===== src/rtl/core/xfd_pkg.sv =====
`timescale 1ns / 1ps

package xfd_pkg;

  // Largest payload a frame may carry
  localparam int MAX_PAYLOAD = 32;
  localparam int STORE_AW    = $clog2(MAX_PAYLOAD);
  localparam int LEN_W       = $clog2(MAX_PAYLOAD + 1);
  localparam int BYTE_W      = 8;

  // Configuration register indexes
  typedef enum logic [0:0] {
    REG_SYNC_FIRST  = 1'b0,
    REG_SYNC_SECOND = 1'b1
  } cfg_reg_t;

  // Parser phases
  typedef enum logic [2:0] {
    PH_SYNC1   = 3'd0,
    PH_SYNC2   = 3'd1,
    PH_LENGTH  = 3'd2,
    PH_COMMAND = 3'd3,
    PH_PAYLOAD = 3'd4,
    PH_CHECK   = 3'd5
  } phase_t;

  // Readout sequencer states
  typedef enum logic [1:0] {
    EM_IDLE = 2'd0,
    EM_READ = 2'd1,
    EM_SHOW = 2'd2
  } emit_state_t;

  // Payload store write request
  typedef struct packed {
    logic                en;
    logic [STORE_AW-1:0] addr;
    logic [BYTE_W-1:0]   data;
  } store_wr_t;

  // Start of a frame readout
  typedef struct packed {
    logic              go;
    logic [LEN_W-1:0]  len;
    logic [BYTE_W-1:0] cmd;
  } run_start_t;

endpackage


===== src/rtl/core/xfd_rx_if.sv =====
`timescale 1ns / 1ps

interface xfd_rx_if;
  logic       valid;
  logic       ready;
  logic [7:0] rx_byte;

  modport source (output valid, output rx_byte, input ready);
  modport sink   (input valid, input rx_byte, output ready);
endinterface


===== src/rtl/core/xfd_frame_if.sv =====
`timescale 1ns / 1ps

interface xfd_frame_if;
  logic       valid;
  logic       ready;
  logic [7:0] command;
  logic [5:0] frame_length;
  logic       has_data;
  logic [4:0] byte_index;
  logic [7:0] payload_byte;
  logic       last;

  modport source (output valid, output command, output frame_length, output has_data,
                  output byte_index, output payload_byte, output last, input ready);
  modport sink   (input valid, input command, input frame_length, input has_data,
                  input byte_index, input payload_byte, input last, output ready);
endinterface


===== src/rtl/core/xor_frame_deframer.sv =====
`timescale 1ns / 1ps

// Byte stream frame parser: sync_first, sync_second, length, command,
// length payload bytes, then an XOR checksum over all of them.
// rx: one received byte per request (valid/ready). frame: one result per
// request, command, frame_length, has_data, byte_index, payload_byte, last.
// Config: cfg_wr_en writes cfg_data into the register at cfg_index
// (0 sync_first, 1 sync_second); write only while no frame is in flight.
// The input takes a byte whenever no readout runs. On a good checksum byte the
// frame is read back from the 32-entry payload store one entry at a time
// (registered read in EM_READ, then output in EM_SHOW); an empty frame gives
// one result with no read. rx.ready stays low for the whole run. A stalled
// receiver holds the current result and the run, and with it the input side.
// Reset: sync registers go to 0xAA / 0x55 and the parser hunts the first
// sync byte; the payload store is not cleared.
module xor_frame_deframer (
  input  logic                  clk,
  input  logic                  rst,
  input  logic                  cfg_wr_en,
  input  xfd_pkg::cfg_reg_t     cfg_index,
  input  logic [7:0]            cfg_data,
  xfd_rx_if.sink                rx,
  xfd_frame_if.source           frame
);

  logic [7:0]                 sync_first;
  logic [7:0]                 sync_second;
  xfd_pkg::phase_t            phase;
  xfd_pkg::phase_t            phase_next;
  logic [xfd_pkg::LEN_W-1:0]  frame_len;
  logic [xfd_pkg::LEN_W-1:0]  frame_len_next;
  logic [xfd_pkg::LEN_W-1:0]  byte_count;
  logic [xfd_pkg::LEN_W-1:0]  byte_count_next;
  logic [xfd_pkg::LEN_W-1:0]  count_inc;
  logic [7:0]                 held_command;
  logic [7:0]                 held_command_next;
  logic [7:0]                 running_check;
  logic [7:0]                 running_check_next;
  logic                       take;
  logic                       busy;
  xfd_pkg::store_wr_t         store_wr;
  xfd_pkg::run_start_t        run_start;

  // Configuration registers
  always_ff @(posedge clk) begin
    if (rst) begin
      sync_first  <= 8'hAA;
      sync_second <= 8'h55;
    end else if (cfg_wr_en) begin
      case (cfg_index)
        xfd_pkg::REG_SYNC_FIRST:  sync_first  <= cfg_data;
        xfd_pkg::REG_SYNC_SECOND: sync_second <= cfg_data;
        default: ;
      endcase
    end
  end

  assign rx.ready  = !busy;
  assign take      = rx.valid && rx.ready;
  assign count_inc = byte_count + xfd_pkg::LEN_W'(1);

  // Parser: next phase, header fields, checksum and store write
  always_comb begin
    phase_next         = phase;
    frame_len_next     = frame_len;
    byte_count_next    = byte_count;
    held_command_next  = held_command;
    running_check_next = running_check;
    store_wr.en        = 1'b0;
    store_wr.addr      = byte_count[xfd_pkg::STORE_AW-1:0];
    store_wr.data      = rx.rx_byte;
    run_start.go       = 1'b0;
    run_start.len      = frame_len;
    run_start.cmd      = held_command;
    if (take) begin
      case (phase)
        xfd_pkg::PH_SYNC2: begin
          phase_next = (rx.rx_byte == sync_second) ? xfd_pkg::PH_LENGTH : xfd_pkg::PH_SYNC1;
        end
        xfd_pkg::PH_LENGTH: begin
          if (rx.rx_byte > 8'(xfd_pkg::MAX_PAYLOAD)) begin
            phase_next = xfd_pkg::PH_SYNC1;
          end else begin
            frame_len_next     = rx.rx_byte[xfd_pkg::LEN_W-1:0];
            running_check_next = sync_first ^ sync_second ^ rx.rx_byte;
            byte_count_next    = '0;
            phase_next         = xfd_pkg::PH_COMMAND;
          end
        end
        xfd_pkg::PH_COMMAND: begin
          held_command_next  = rx.rx_byte;
          running_check_next = running_check ^ rx.rx_byte;
          phase_next = (frame_len == '0) ? xfd_pkg::PH_CHECK : xfd_pkg::PH_PAYLOAD;
        end
        xfd_pkg::PH_PAYLOAD: begin
          store_wr.en        = 1'b1;
          byte_count_next    = count_inc;
          running_check_next = running_check ^ rx.rx_byte;
          if (count_inc >= frame_len) begin
            phase_next = xfd_pkg::PH_CHECK;
          end
        end
        xfd_pkg::PH_CHECK: begin
          phase_next   = xfd_pkg::PH_SYNC1;
          run_start.go = (rx.rx_byte == running_check);
        end
        default: begin
          // hunting, also covers the unused codes
          phase_next = (rx.rx_byte == sync_first) ? xfd_pkg::PH_SYNC2 : xfd_pkg::PH_SYNC1;
        end
      endcase
    end
  end

  always_ff @(posedge clk) begin
    if (rst) begin
      phase         <= xfd_pkg::PH_SYNC1;
      frame_len     <= '0;
      byte_count    <= '0;
      held_command  <= '0;
      running_check <= '0;
    end else begin
      phase         <= phase_next;
      frame_len     <= frame_len_next;
      byte_count    <= byte_count_next;
      held_command  <= held_command_next;
      running_check <= running_check_next;
    end
  end

  xfd_emit u_emit (
    .clk       (clk),
    .rst       (rst),
    .store_wr  (store_wr),
    .run_start (run_start),
    .busy      (busy),
    .frame     (frame)
  );

  // A result on the output always blocks new input bytes
  a_out_blocks_in: assert property (@(posedge clk) disable iff (rst)
    frame.valid |-> !rx.ready)
    else $error("result shown while input is open");

  // A good checksum byte starts a readout, which closes the input
  a_good_frame_runs: assert property (@(posedge clk) disable iff (rst)
    (take && phase == xfd_pkg::PH_CHECK && rx.rx_byte == running_check) |=> !rx.ready)
    else $error("good frame did not start a readout");

  // Taking the final result reopens the input
  a_last_frees_input: assert property (@(posedge clk) disable iff (rst)
    (frame.valid && frame.ready && frame.last) |=> rx.ready)
    else $error("input stays closed after the last result");

  // The store is written only while the input is open
  a_write_when_open: assert property (@(posedge clk) disable iff (rst)
    store_wr.en |-> !busy)
    else $error("payload store written during readout");

endmodule


===== src/rtl/core/xfd_emit.sv =====
`timescale 1ns / 1ps

module xfd_emit (
  input  logic                clk,
  input  logic                rst,
  input  xfd_pkg::store_wr_t  store_wr,
  input  xfd_pkg::run_start_t run_start,
  output logic                busy,
  xfd_frame_if.source         frame
);

  logic [xfd_pkg::BYTE_W-1:0]   store [xfd_pkg::MAX_PAYLOAD];
  logic [xfd_pkg::BYTE_W-1:0]   rd_data;
  xfd_pkg::emit_state_t         state;
  xfd_pkg::emit_state_t         state_next;
  logic [xfd_pkg::STORE_AW-1:0] idx;
  logic [xfd_pkg::STORE_AW-1:0] idx_next;
  logic [xfd_pkg::LEN_W-1:0]    len;
  logic [xfd_pkg::BYTE_W-1:0]   cmd;
  logic                         empty;
  logic                         is_last;

  // Payload store: one write port from the parser, one registered read port
  always_ff @(posedge clk) begin
    if (store_wr.en) begin
      store[store_wr.addr] <= store_wr.data;
    end
    rd_data <= store[idx];
  end

  assign empty   = (len == '0);
  assign is_last = empty || ((xfd_pkg::LEN_W'(idx) + xfd_pkg::LEN_W'(1)) == len);

  // Sequencer: read one entry, show it, repeat until the last one is taken; an empty frame skips the read
  always_comb begin
    state_next = state;
    idx_next   = idx;
    case (state)
      xfd_pkg::EM_IDLE: begin
        if (run_start.go) begin
          idx_next   = '0;
          state_next = (run_start.len == '0) ? xfd_pkg::EM_SHOW : xfd_pkg::EM_READ;
        end
      end
      xfd_pkg::EM_READ: begin
        state_next = xfd_pkg::EM_SHOW;
      end
      xfd_pkg::EM_SHOW: begin
        if (frame.ready) begin
          if (is_last) begin
            state_next = xfd_pkg::EM_IDLE;
          end else begin
            idx_next   = idx + xfd_pkg::STORE_AW'(1);
            state_next = xfd_pkg::EM_READ;
          end
        end
      end
      default: begin
        state_next = xfd_pkg::EM_IDLE;
      end
    endcase
  end

  always_ff @(posedge clk) begin
    if (rst) begin
      state <= xfd_pkg::EM_IDLE;
      idx   <= '0;
    end else begin
      state <= state_next;
      idx   <= idx_next;
    end
  end

  // Frame header held for the whole run
  always_ff @(posedge clk) begin
    if (state == xfd_pkg::EM_IDLE && run_start.go) begin
      len <= run_start.len;
      cmd <= run_start.cmd;
    end
  end

  assign busy = (state != xfd_pkg::EM_IDLE);

  // Result outputs
  assign frame.valid        = (state == xfd_pkg::EM_SHOW);
  assign frame.command      = cmd;
  assign frame.frame_length = len;
  assign frame.has_data     = !empty;
  assign frame.byte_index   = idx;
  assign frame.payload_byte = empty ? '0 : rd_data;
  assign frame.last         = is_last;

endmodule

===== src/flat_wrapper.sv =====
// flat-port wrapper written by rule: the top's interface ports become plain ports
module xor_frame_deframer_flat 
  (clk, rst, cfg_wr_en, cfg_index, cfg_data, rx_valid, rx_rx_byte, rx_ready, frame_valid, frame_command, frame_frame_length, frame_has_data, frame_byte_index, frame_payload_byte, frame_last, frame_ready);
  xfd_rx_if rx_i ();
  xfd_frame_if frame_i ();
  input  logic clk;
  input  logic rst;
  input  logic cfg_wr_en;
  input  xfd_pkg::cfg_reg_t cfg_index;
  input  logic [7:0] cfg_data;
  input wire logic [$bits(rx_i.valid)-1:0] rx_valid;
  input wire logic [$bits(rx_i.rx_byte)-1:0] rx_rx_byte;
  output wire logic [$bits(rx_i.ready)-1:0] rx_ready;
  output wire logic [$bits(frame_i.valid)-1:0] frame_valid;
  output wire logic [$bits(frame_i.command)-1:0] frame_command;
  output wire logic [$bits(frame_i.frame_length)-1:0] frame_frame_length;
  output wire logic [$bits(frame_i.has_data)-1:0] frame_has_data;
  output wire logic [$bits(frame_i.byte_index)-1:0] frame_byte_index;
  output wire logic [$bits(frame_i.payload_byte)-1:0] frame_payload_byte;
  output wire logic [$bits(frame_i.last)-1:0] frame_last;
  input wire logic [$bits(frame_i.ready)-1:0] frame_ready;
  assign rx_i.valid = rx_valid;
  assign rx_i.rx_byte = rx_rx_byte;
  assign rx_ready = rx_i.ready;
  assign frame_valid = frame_i.valid;
  assign frame_command = frame_i.command;
  assign frame_frame_length = frame_i.frame_length;
  assign frame_has_data = frame_i.has_data;
  assign frame_byte_index = frame_i.byte_index;
  assign frame_payload_byte = frame_i.payload_byte;
  assign frame_last = frame_i.last;
  assign frame_i.ready = frame_ready;
  xor_frame_deframer u_core (.clk(clk), .rst(rst), .cfg_wr_en(cfg_wr_en), .cfg_index(cfg_index), .cfg_data(cfg_data), .rx(rx_i), .frame(frame_i));
endmodule

===== config.mk =====
export PLATFORM = sky130hd
export DESIGN_NAME = xor_frame_deframer_flat
export DESIGN_NICKNAME = d
export VERILOG_FILES = /design/src/rtl/core/xfd_pkg.sv /design/src/rtl/core/xfd_rx_if.sv /design/src/rtl/core/xfd_frame_if.sv /design/src/rtl/core/xor_frame_deframer.sv /design/src/rtl/core/xfd_emit.sv /design/src/flat_wrapper.sv
export SDC_FILE = /design/constraint.sdc
export NUM_CORES = 1
export LEC_CHECK = 0
export ABC_AREA = 0
export ABC_CLOCK_PERIOD_IN_PS = 2500
export BUFFER_PORTS_ARGS = -buffer_cell sky130_fd_sc_hd__buf_2
export CORE_UTILIZATION = 45
export CTS_CLUSTER_DIAMETER = 150
export DETAILED_ROUTE_END_ITERATION = 10
export GPL_TIMING_DRIVEN = 0
export REMOVE_ABC_BUFFERS = 1
export SKIP_CTS_REPAIR_TIMING = 1
export SYNTH_ARGS = -nofsm -noshare
export SYNTH_HDL_FRONTEND = slang
export SYNTH_HIERARCHICAL = 1
export SYNTH_SLANG_ARGS = --single-unit

===== constraint.sdc =====
create_clock -name clk -period 2.5 [get_ports clk]
set_input_delay 0.25 -clock clk [delete_from_list [all_inputs] [get_ports clk]]
set_output_delay 0.25 -clock clk [all_outputs]
set_load 0.01 [all_outputs]

==> Yosys cells after proc, flatten, opt, wreduce, memory -nomap -nowiden <==
Memories as Yosys holds them, arrays and structs flattened. A register that Yosys moved wholly into a read port is not among the register bits.
Index checks and enable logic that the tools add are counted.
{ "word_totals": {"out_inout_bits": 31, "word_cells": 86, "mem_bits_rw": 256, "inputBits": 22, "regBits": 68, "memories": 1} }
{ "classes": {"eq_ne": 16, "n_addsub": 3, "reduce_logical": 22, "n_lt_le_gt_ge": 2, "n_bitwise": 5, "n_mux": 26} }
{ "mem_list": {"columns": ["memory", "depth", "word_bits", "read_ports", "rd_ports_with_merged_regs", "write_ports", "line", "rtl"], "rows": [
  ["u_core.u_emit.store", 32, 8, 1, 1, 1, "xfd_emit.sv:12", "logic [xfd_pkg::BYTE_W-1:0] store [xfd_pkg::MAX_PAYLOAD];"]
]} }
{ "op_table": {"columns": ["cell", "count"], "rows": [
  ["$eq 8x8->1", 3],
  ["$xor 8x8->8", 3],
  ["$mux 8", 2],
  ["$pmux 8 s2", 1],
  ["$mux 5", 3],
  ["$pmux 3 s5", 1],
  ["$logic_not 6->1", 2],
  ["$pmux 6 s2", 1],
  ["$mux 2", 5],
  ["$pmux 5 s2", 1],
  ["$reduce_and 2->1", 5],
  ["$mux 1", 9],
  ["$reduce_and 3->1", 3],
  ["$gt 8x6->1 const B", 1],
  ["$reduce_bool 2->1", 4],
  ["$add 5x1->6 const B", 1],
  ["$add 6x1->6 const B", 1],
  ["$eq 3x2->1 const B", 2],
  ["$eq 3x3->1 const B", 2],
  ["$eq 6x6->1", 1],
  ["$ge 6x6->1", 1],
  ["$mux 6", 1],
  ["$ne 2x2->1 const B", 3],
  ["$pmux 2 s3", 1],
  ["13 further kinds", 17]
]} }

==> Longest topological paths before layout <==
Gate-level depths: netlist of the first run.
{ "depth": {"word_depth": 6, "mapped_depth": 10, "depth_no_buf": 9} }

==> Hierarchy <==
The synthesis of the first run kept the hierarchy.
{ "by_module_without_submodules": {"columns": ["module", "cells_each", "area_each_um2", "instances", "seq_area_each_um2"], "rows": [
  ["xfd_emit", 510, 11051.8, 1, 8408.1],
  ["xor_frame_deframer", 334, 2771.4, 1, 940.9]
]} }

==> Worst setup path before layout of the first run <==
Ideal clock, no wire load.
{ "synth_path": {"path_type": "register to register", "startpoint": "reg u_core.u_emit.state[1]", "endpoint": "reg u_core.u_emit.idx, in the netlist u_core/u_emit/frame.byte_index[2]", "required_ps": 2377, "arrival_ps": 2633, "period_less_slack_ps": 2756, "path_buffers": 1, "setup_slack_ps": -256, "stages_incl_launch_ff": 11, "setup_ps": 123, "path_cell_list": "dfxtp_1 or2_2 and2b_1 clkbuf_1 nand4_1 nor3_1 inv_1 nor2_1 nor2_1 a21oi_1 o22ai_1"} }
{ "synth_lines": {"columns": ["element", "line", "rtl"], "rows": [
  ["from (decl)", "xfd_emit.sv:14", "xfd_pkg::emit_state_t state;"],
  ["from (signal assigned)", "xfd_emit.sv:66", "state <= xfd_pkg::EM_IDLE;"],
  ["from (signal assigned)", "xfd_emit.sv:69", "state <= state_next;"],
  ["to (signal assigned)", "xfd_emit.sv:70", "idx <= idx_next;"],
  ["to (decl)", "xfd_emit.sv:16", "logic [xfd_pkg::STORE_AW-1:0] idx;"]
]} }

==> metrics.yaml, run 1 <==
status: "complete, no violations"
grt-ovfl-total: 0
synth_edf_count: 270
fmaxAchievable_mhz: 413
dr_total_vias: 7673
cts-buffers-inserted: 36
cap_violations: 0
worstPathRequired_ps: 2900
tightest_slew_ps: 1040
yosys_most_used_dff: "edfxtp_1"
nets: 948
power.density_mw_per_mm2: 721
routed_wl_mm: 29.6
rr_worst_depth: 5
hold_viol_final: 0
ant_nets: 0
num_rows: 63
numPortBuffers: 52
setup_viol: 0
fin_skew_ps: 26.3
grt_max_degree: 54
ys.warnings.count: 6
cts_root_buf: "clkbuf_16"
clockBufferDepth: 3
irDropWorstVdd_v: 0.000504
start_kind: "flop"
setup_tns_ps: 0
fp.dieH_um: 177
clk_latency_ps: 520
crit_arrival_ps: 2820
endpoint: "u_core/u_emit/rd_data[7]"
fin_util_pct: 53.9
hold_path_class: "in2reg"
worst_hold_slack_ps: 0.589
gr-usage-all-layers_pct: 19.2
area_growth_pct: 16.9
drc_errors: 0
drive_gt1_share_pct: 29.7
hpwl_mm: 17.3
regToRegEndpoint: "u_core/u_emit/rd_data[7]"
grt_pass1_wl_mm: 45.0
crit_path_max_fanout: 42
cts_tree: "done"
rr_startpoint: "u_core/u_emit/frame.byte_index[0]"
crit_path_cell_trace: "buf_4, buf_16, mux4_1, mux4_2, mux2_2"
synth_area_mm2: 0.0138
via_per_inst: 5.74
die_w_um: 177
antenna_found_initial: 0
ioPinCount: 53
drtIter0Drc: 640
finalWeightedCongestion: 0.769
crit_type: "reg2reg"
rsz0062_at_grt: "no"
layout_commonest_cell: "edfxtp_1"
r2r_slack_ps: 80
fin_total_pwr_mw: 11.6
ys_types: 56
period_share_pct: 96.7
p_leak_nw: 5.12
async_flop_share_pct: 0
die_area_mm2: 0.0314
first_global_vias: 7578
core_mm2: 0.0300
cts_sinks: 332
synth_cells: 844
crit_path_start: "u_core/u_emit/frame.byte_index[0]"
firstDrtPassIters: 5
cpPeakStageDelay_ps: 590
slew_viol_final: 0
relSlewSlack_pct: 30.7
critPathSlowestCell: "mux4_1"
layout_common_cells: "edfxtp_1, mux4_2, dfxtp_1, buf_2"
post_drt_wl_per_cell_um: 22.1
synth-seq-area-share_pct: 67.6
htreeDepth: 2
fin_crit_ps: 2420
synth_seq_cells: 332
initial_core_util_pct: 46.1
crit_path_end_kind: "flop"
clkSlewWorstSetupHoldPaths_ps: 60
syn_area_per_cell_um2: 16.4
-- cells by family (layout without fill, tap and decap cells) --
group / after synthesis / after routing / share of synthesized area, %
DFF: 332 / 332 / 67.6
and+or+nand+nor: 217 / 217 / 7.91
muxes: 106 / 106 / 15.1
AOI/OAI and AO/OA: 78 / 78 / 3.78
buffers and inverters: 61 / 162 / 2.22
xor gates and xnor gates: 42 / 42 / 2.66
adders and majority gates: 8 / 8 / 0.724
other: 0 / 1 / 0
-- worst min path at each step --
stage / depth (start not counted) / start / endpoint / slack (ps)
CTS: 3 / cfg_data[1] / u_core/sync_first[1] / -40
global route: 3 / cfg_data[4] / u_core/sync_first[4] / 4
floorplan: 1 / rst / u_core/byte_count[1] / 320
global placement: 0 / u_core/held_command[6] / u_core/u_emit/frame.command[6] / 410
finish: 3 / cfg_data[0] / u_core/sync_first[0] / 0.6
detailed placement: 0 / u_core/held_command[3] / u_core/u_emit/frame.command[3] / 420
-- worst max-delay path, delay by kind of cell, from the launching register on --
family	cells	cell delay, ps
flip-flops	1	380
buffers and inverters	2	470
multiplexers	3	1420
-- synthesized netlist by cell type (all sizes together), types with 5 or more instances --
library cell  number  area share [%]
edfxtp           270              59
mux4              80              13
nor2              72             2.0
dfxtp             62             9.0
nand2             42             1.1
xnor2             30             1.9
nand3             29             1.1
clkbuf            25            0.68
buf               22             1.2
a21oi             21            0.76
mux2i             18             1.3
o21ai             16            0.66
inv               14            0.38
nand3b            12            0.65
xor2              12            0.76
or3               11            0.50
and2              10            0.45
a211oi             9            0.49
a31oi              9            0.41
ha                 8            0.72
mux2               8            0.65
nor4               8            0.36
nand4              6            0.27
a2111o             5            0.41
a211o              5            0.32
-- power breakdown --
part / switching (mW) / internal, mW / total, mW
registers: 0.0234 / 5.98 / 6.00
logic: 0.188 / 0.0823 / 0.270
clock network: 2.10 / 3.27 / 5.38
-- routing by layer --
| metal | up-vias | wire [um] | GRT usage (%) |
|---|---|---|---|
| li1 | 3468 | - | - |
| met1 | 3971 | 13600 | 28.6 |
| met2 | 197 | 14000 | 29.5 |
| met3 | 37 | 1460 | 3.18 |
| met4 | 0 | 451 | 4.67 |
| met5 | - | 0 | 0 |
-- sequential cells by signal, indices dropped and copies added, names as in the netlist --
| signal | count |
|---|---|
| u_core/phase | 3 |
| u_core/u_emit/frame.frame_length | 6 |
| u_core/u_emit/frame.byte_index | 5 |
| u_core/sync_second | 8 |
| u_core/held_command | 8 |
| u_core/sync_first | 8 |
| u_core/u_emit/rd_data | 8 |
| u_core/u_emit/state | 2 |
| u_core/frame_len | 6 |
| u_core/byte_count | 6 |
| u_core/running_check | 8 |
| u_core/u_emit/store | 256 |
| u_core/u_emit/frame.command | 8 |
-- per-stage QoR --
stage | area (um^2) | cells | worst slack, ps
2_1_floorplan | 13600 | 797 | -2030
3_3_place_gp | 14300 | 1239 | -3790
3_5_place_dp | 14400 | 1241 | -1150
4_1_cts | 15600 | 1306 | -1140
5_1_grt | 16200 | 1335 | 6.71
6_report | 16200 | 1336 | 81.3
-- area by class of cell --
cell class              count  area, um^2
fillers                  2452       13800
flip-flops and latches    332        9380
multi-input cells         451        4450
clock buffers              51        1060
repair buffers             83         574
well taps                 390         488
clock inverters            14         151
inverters                  14        52.6
diodes                      1        2.50
Note: power is estimated with default switching activity, not from simulation.
==> run 2, diff against run 1 <==
--- a/config.mk
+++ b/config.mk
@@ -7,10 +7,10 @@
 export LEC_CHECK = 0
 export ABC_AREA = 0
 export ABC_CLOCK_PERIOD_IN_PS = 2500
-export BUFFER_PORTS_ARGS = -buffer_cell sky130_fd_sc_hd__buf_2
 export CORE_UTILIZATION = 45
 export CTS_CLUSTER_DIAMETER = 150
 export DETAILED_ROUTE_END_ITERATION = 10
+export DONT_BUFFER_PORTS = 1
 export GPL_TIMING_DRIVEN = 0
 export REMOVE_ABC_BUFFERS = 1
 export SKIP_CTS_REPAIR_TIMING = 1
==> run 2 against run 1 <==
The run now ends with negative hold slack left. Die area did not move. Combinational power up 7.4%. First-iteration DRC count is 4.8% higher. Critical path depth increased by 2. Clock skew decreased by 6.9 ps. Non-clock buffer count fell by 33. Core utilization is essentially flat. Clock-buffer cell count down 3. Wire length is 7.3% higher. Power decreased by 2.5%. Largest power group unchanged. Highest routed layer unchanged.
==> metrics.yaml, run 2 (synthesis results as in run 1) <==
layout_common_cells: "edfxtp_1, mux4_2, dfxtp_1, nand2_1, nor2_1"
crit_path_cell_trace: "or2_2, and2b_2, nand4_1, nor3_2, inv_1, nor2_4, buf_4"
cts_tree: "done"
worstPathBufferInverterCount: 2
die_w_um: 177
gr-usage-all-layers_pct: 19.3
final_area_mm2: 0.0162
worstPathRequired_ps: 2710
setup_tns_ps: 0
largest-register: "u_core/u_emit/store"
clockBufferDepth: 3
grt_util_met2_pct: 31.1
via_per_inst: 5.96
grt_max_degree: 54
ioPinCount: 53
clkPwrFrac_pct: 44.6
cts-buffers-inserted: 36
clkSlewWorstSetupHoldPaths_ps: 60
power.density_mw_per_mm2: 702
power.internal_mw: 9.09
dr_total_vias: 7752
p_sw_mw: 2.27
htreeDepth: 2
regToRegEndpoint: "u_core/u_emit/frame.command[2]"
start_kind: "flop"
pwr-share-comb_pct: 2.6
min_from: "rx_rx_byte[6]"
fin_crit_ps: 2420
rr_startpoint: "u_core/u_emit/state[1]"
first_global_vias: 7578
cp_num_cells: 7
crit_arrival_ps: 2620
fin_skew_ps: 19.4
layout_commonest_cell: "edfxtp_1"
cp_top_family: "simple AND/OR/NAND/NOR gates"
slew_viol_final: 0
period_share_pct: 96.6
failed_checks: "negative hold slack"
critPathSlowestCell: "and2b_2"
hold_path_class: "in2reg"
die_area_mm2: 0.0314
drive_gt1_share_pct: 24.8
crit_path_max_fanout: 14
power.share.switching_pct: 20.0
irDropWorstVdd_v: 0.000511
cts_root_buf: "clkbuf_16"
fp.dieH_um: 177
crit_path_end_kind: "flop"
placed_area_mm2: 0.0141
hpwl_mm: 17.9
r2r_slack_ps: 80
tightest_slew_ps: 960
relSlewSlack_pct: 35.8
p_leak_nw: 4.97
grtUsageMet3_pct: 3.82
cap_violations: 0
cpPeakStageDelay_ps: 440
finalWeightedCongestion: 0.770
nets: 915
setup_viol: 0
numPortBuffers: 0
num_rows: 63
ant_nets: 0
routed_wl_mm: 31.8
largest_register_ffs: 256
fin_total_pwr_mw: 11.4
area_growth_pct: 17.0
power_frac_seq_pct: 52.9
grt-busiest-layer: "met2"
grt.met1_usage_pct: 26.9
grt_pass1_wl_mm: 45.5
core_mm2: 0.0300
crit_type: "reg2reg"
endpoint: "u_core/u_emit/frame.command[2]"
worst_hold_slack_ps: -27.4
drtIter0Drc: 671
antenna_found_initial: 1
status: "finished with violations"
hold_viol_final: 2
cts_sinks: 332
post_drt_wl_per_cell_um: 24.4
diodes: 0
fin_util_pct: 54.0
fmaxAchievable_mhz: 414
clk_latency_ps: 520
drc_errors: 0
grt-ovfl-total: 0
rr_worst_depth: 7
crit_path_start: "u_core/u_emit/state[1]"
initial_core_util_pct: 46.1
firstDrtPassIters: 5
## run 2: cell types whose count changed in the layout (fill, tap and decap cells not counted), sizes merged
cell | before | now
diode | 1 | 0
inv | 14 | 15
buf | 79 | 33
clkbuf | 51 | 48
dlygate4sd3 | 4 | 17
## run 2: how the worst min path moves through the flow
stage,slack [ps],cells after the start,to
after floorplan,320,1,u_core/byte_count[1]
after global placement,330,1,u_core/u_emit/state[0]
after detailed placement,330,1,u_core/u_emit/state[0]
after CTS,-210,1,u_core/u_emit/state[0]
after global routing,2,2,u_core/sync_second[0]
final,-30,3,u_core/running_check[6]
## run 2: routing by layer
metal / vias up / wire length, um
li1: 3415 / -
met1: 4037 / 13900
met2: 248 / 15400
met3: 52 / 1870
met4: 0 / 627
met5: - / 0
## run 2: cell type report
class,count,area [um^2]
clock buffers,48,956
clock inverters,15,156
multi-input cells,451,4450
fillers,2376,13800
well taps,390,488
repair buffers,50,693
flip-flops and latches,332,9370
inverters,14,52.6
## run 2: power groups by stage
stage / Sequential, mW / Clock (mW) / Combinational [mW]
after floorplan: 6.12 / 0 / 0.112
after global placement: 6.12 / 0 / 0.132
after detailed placement: 6.12 / 0 / 0.136
after CTS: 6.01 / 5.15 / 0.137
after global routing: 6.00 / 5.39 / 0.316
final: 6.00 / 5.06 / 0.290
## run 2: tightest hold or removal path, delay by kind of cell
| kind | cells | cell delay (ps) |
|---|---|---|
| AND/OR/NAND/NOR | 2 | 100 |
| AO/OA/AOI/OAI | 1 | 70 |
## run 2: metrics by stage
step / instances / worst slack, ps
after CTS: 1252 / -1090
after floorplan: 797 / -2030
after global routing: 1300 / -18.3
after global placement: 1187 / -3720
final: 1300 / 83.9
after detailed placement: 1189 / -1040
==> run 3, diff against run 2 <==
--- a/config.mk
+++ b/config.mk
@@ -12,6 +12,7 @@
 export DETAILED_ROUTE_END_ITERATION = 10
 export DONT_BUFFER_PORTS = 1
 export GPL_TIMING_DRIVEN = 0
+export PLACE_DENSITY = 0.73
 export REMOVE_ABC_BUFFERS = 1
 export SKIP_CTS_REPAIR_TIMING = 1
 export SYNTH_ARGS = -nofsm -noshare
==> run 3 against run 2 <==
The run still ends with negative hold slack left. Core utilization grew 0.18 points. Combinational power shrank 1%. Wire length grew 2.2%. Via count grew 1.6%. Global-route usage shrank 1.2 points. Critical path depth shrank 3. First-iteration DRC count shrank 8.6%. Worst hold slack gained 11 ps. Fmax grew 0.19%. Clock power shrank 4.0%. Critical endpoint is now u_core/u_emit/store[8][4]. Largest cell class unchanged. Largest power group unchanged.
==> metrics.yaml, run 3 (synthesis results as in run 1) <==
setup_viol: 0
hold_viol_final: 3
nets: 917
grt-ovfl-total: 0
worstPathRequired_ps: 2680
htreeDepth: 2
crit_path_max_fanout: 8
layout_common_cells: "edfxtp_1, mux4_2, dfxtp_1, nand2_1"
numPortBuffers: 0
firstDrtPassIters: 5
fin_util_pct: 54.2
die_area_mm2: 0.0314
drc_errors: 0
cts_sinks: 332
ant_nets: 0
core_mm2: 0.0300
dr_total_vias: 7877
clkSlewWorstSetupHoldPaths_ps: 60
p_leak_nw: 5.00
period_share_pct: 96.5
status: "finished with violations"
dpl_worst_slack_ps: -1140
fin_crit_ps: 2410
cts_root_buf: "clkbuf_16"
via_per_inst: 6.05
drtIter0Drc: 613
relSlewSlack_pct: 33.6
crit_path_end_kind: "flop"
failed_checks: "negative hold slack"
tightest_slew_ps: 993
cts-buffers-inserted: 34
clk_latency_ps: 520
clockBufferDepth: 3
crit_arrival_ps: 2590
power.density_mw_per_mm2: 687
n_fill_cell: 2305
finalWeightedCongestion: 0.801
start_kind: "flop"
routed_wl_mm: 32.4
fin_total_pwr_mw: 11.1
antenna_found_initial: 1
hpwl_mm: 17.1
cap_violations: 0
largest-register: "u_core/u_emit/store"
post_drt_wl_per_cell_um: 24.9
grt_max_degree: 54
slew_viol_final: 0
initial_core_util_pct: 46.1
diodes: 0
die_w_um: 177
grt_pass1_wl_mm: 43.0
irDropWorstVdd_v: 0.000577
num_rows: 63
fin_skew_ps: 18.8
area_growth_pct: 17.4
layout_commonest_cell: "edfxtp_1"
ioPinCount: 53
cts_tree: "done"
drive_gt1_share_pct: 25.0
fmaxAchievable_mhz: 415
setup_ws_ps: 88.5
crit_type: "reg2reg"
largest_register_ffs: 256
worst_hold_slack_ps: -16.5
hold_path_class: "in2reg"
r2r_slack_ps: 90
fp.dieH_um: 177
multiInputGateArea_mm2: 0.00445
regArea_mm2: 0.00938
gr-usage-all-layers_pct: 18.1
first_global_vias: 7351
run 3: cell types whose count changed in the layout (fill, tap and decap cells not counted), sizes merged:
| cell | change |
|---|---|
| clkbuf | -3 |
| clkinvlp | +1 |
| bufinv | -1 |
| dlygate4sd3 | +1 |
| buf | +1 |
| clkinv | +2 |
run 3: area by class of cell:
class / count / share of cell area, %
clock buffer: 43 / 5.58
clock inverter: 17 / 0.995
inverter: 14 / 0.324
multi-input combinational: 451 / 27.5
sequential: 332 / 57.8
tap: 390 / 3.01
timing repair buffer: 54 / 4.84
run 3: worst max-delay path: stages, from the launching register on:
cell and delay, ps:
dfxtp_1 420, or3b_1 540, nor2_4 240, or3b_4 560
nor2_4 330
run 3: path summary, 6_finish.rpt:
path	startpoint	endpoint	cells after the start
max	u_core/phase[2]	u_core/u_emit/store[8][4]	4
max reg2reg	u_core/phase[2]	u_core/u_emit/store[8][4]	4
min reg2reg	u_core/held_command[5]	u_core/u_emit/frame.command[5]	0
min	rx_rx_byte[6]	u_core/running_check[6]	3
run 3: per-stage QoR:
| step | instance area, um^2 | std cells | setup TNS [ps] |
|---|---|---|---|
| final | 16200 | 1301 | 0 |
| after global routing | 16200 | 1301 | -9.79 |
| after CTS | 15200 | 1250 | -142230 |
| after detailed placement | 14100 | 1190 | -138640 |
| after global placement | 14100 | 1187 | -163010 |
| after floorplan | 13600 | 797 | -29190 |
run 3: power by group:
| group | total [mW] | switching, mW | internal [mW] |
|---|---|---|---|
| clock network | 4.86 | 2.06 | 2.80 |
| logic | 0.286 | 0.172 | 0.115 |
| registers | 6.00 | 0.0221 | 5.97 |
| total | 11.1 | 2.25 | 8.89 |
run 3: routing by layer:
layer / GRT usage, % / part of all wire (%) / wire length [um]
met1: 25.3 / 42 / 13600
met2: 28.7 / 48 / 15500
met3: 4.27 / 8.2 / 2650
met4: 4.49 / 2.0 / 651
met5: 0 / 0.037 / 12
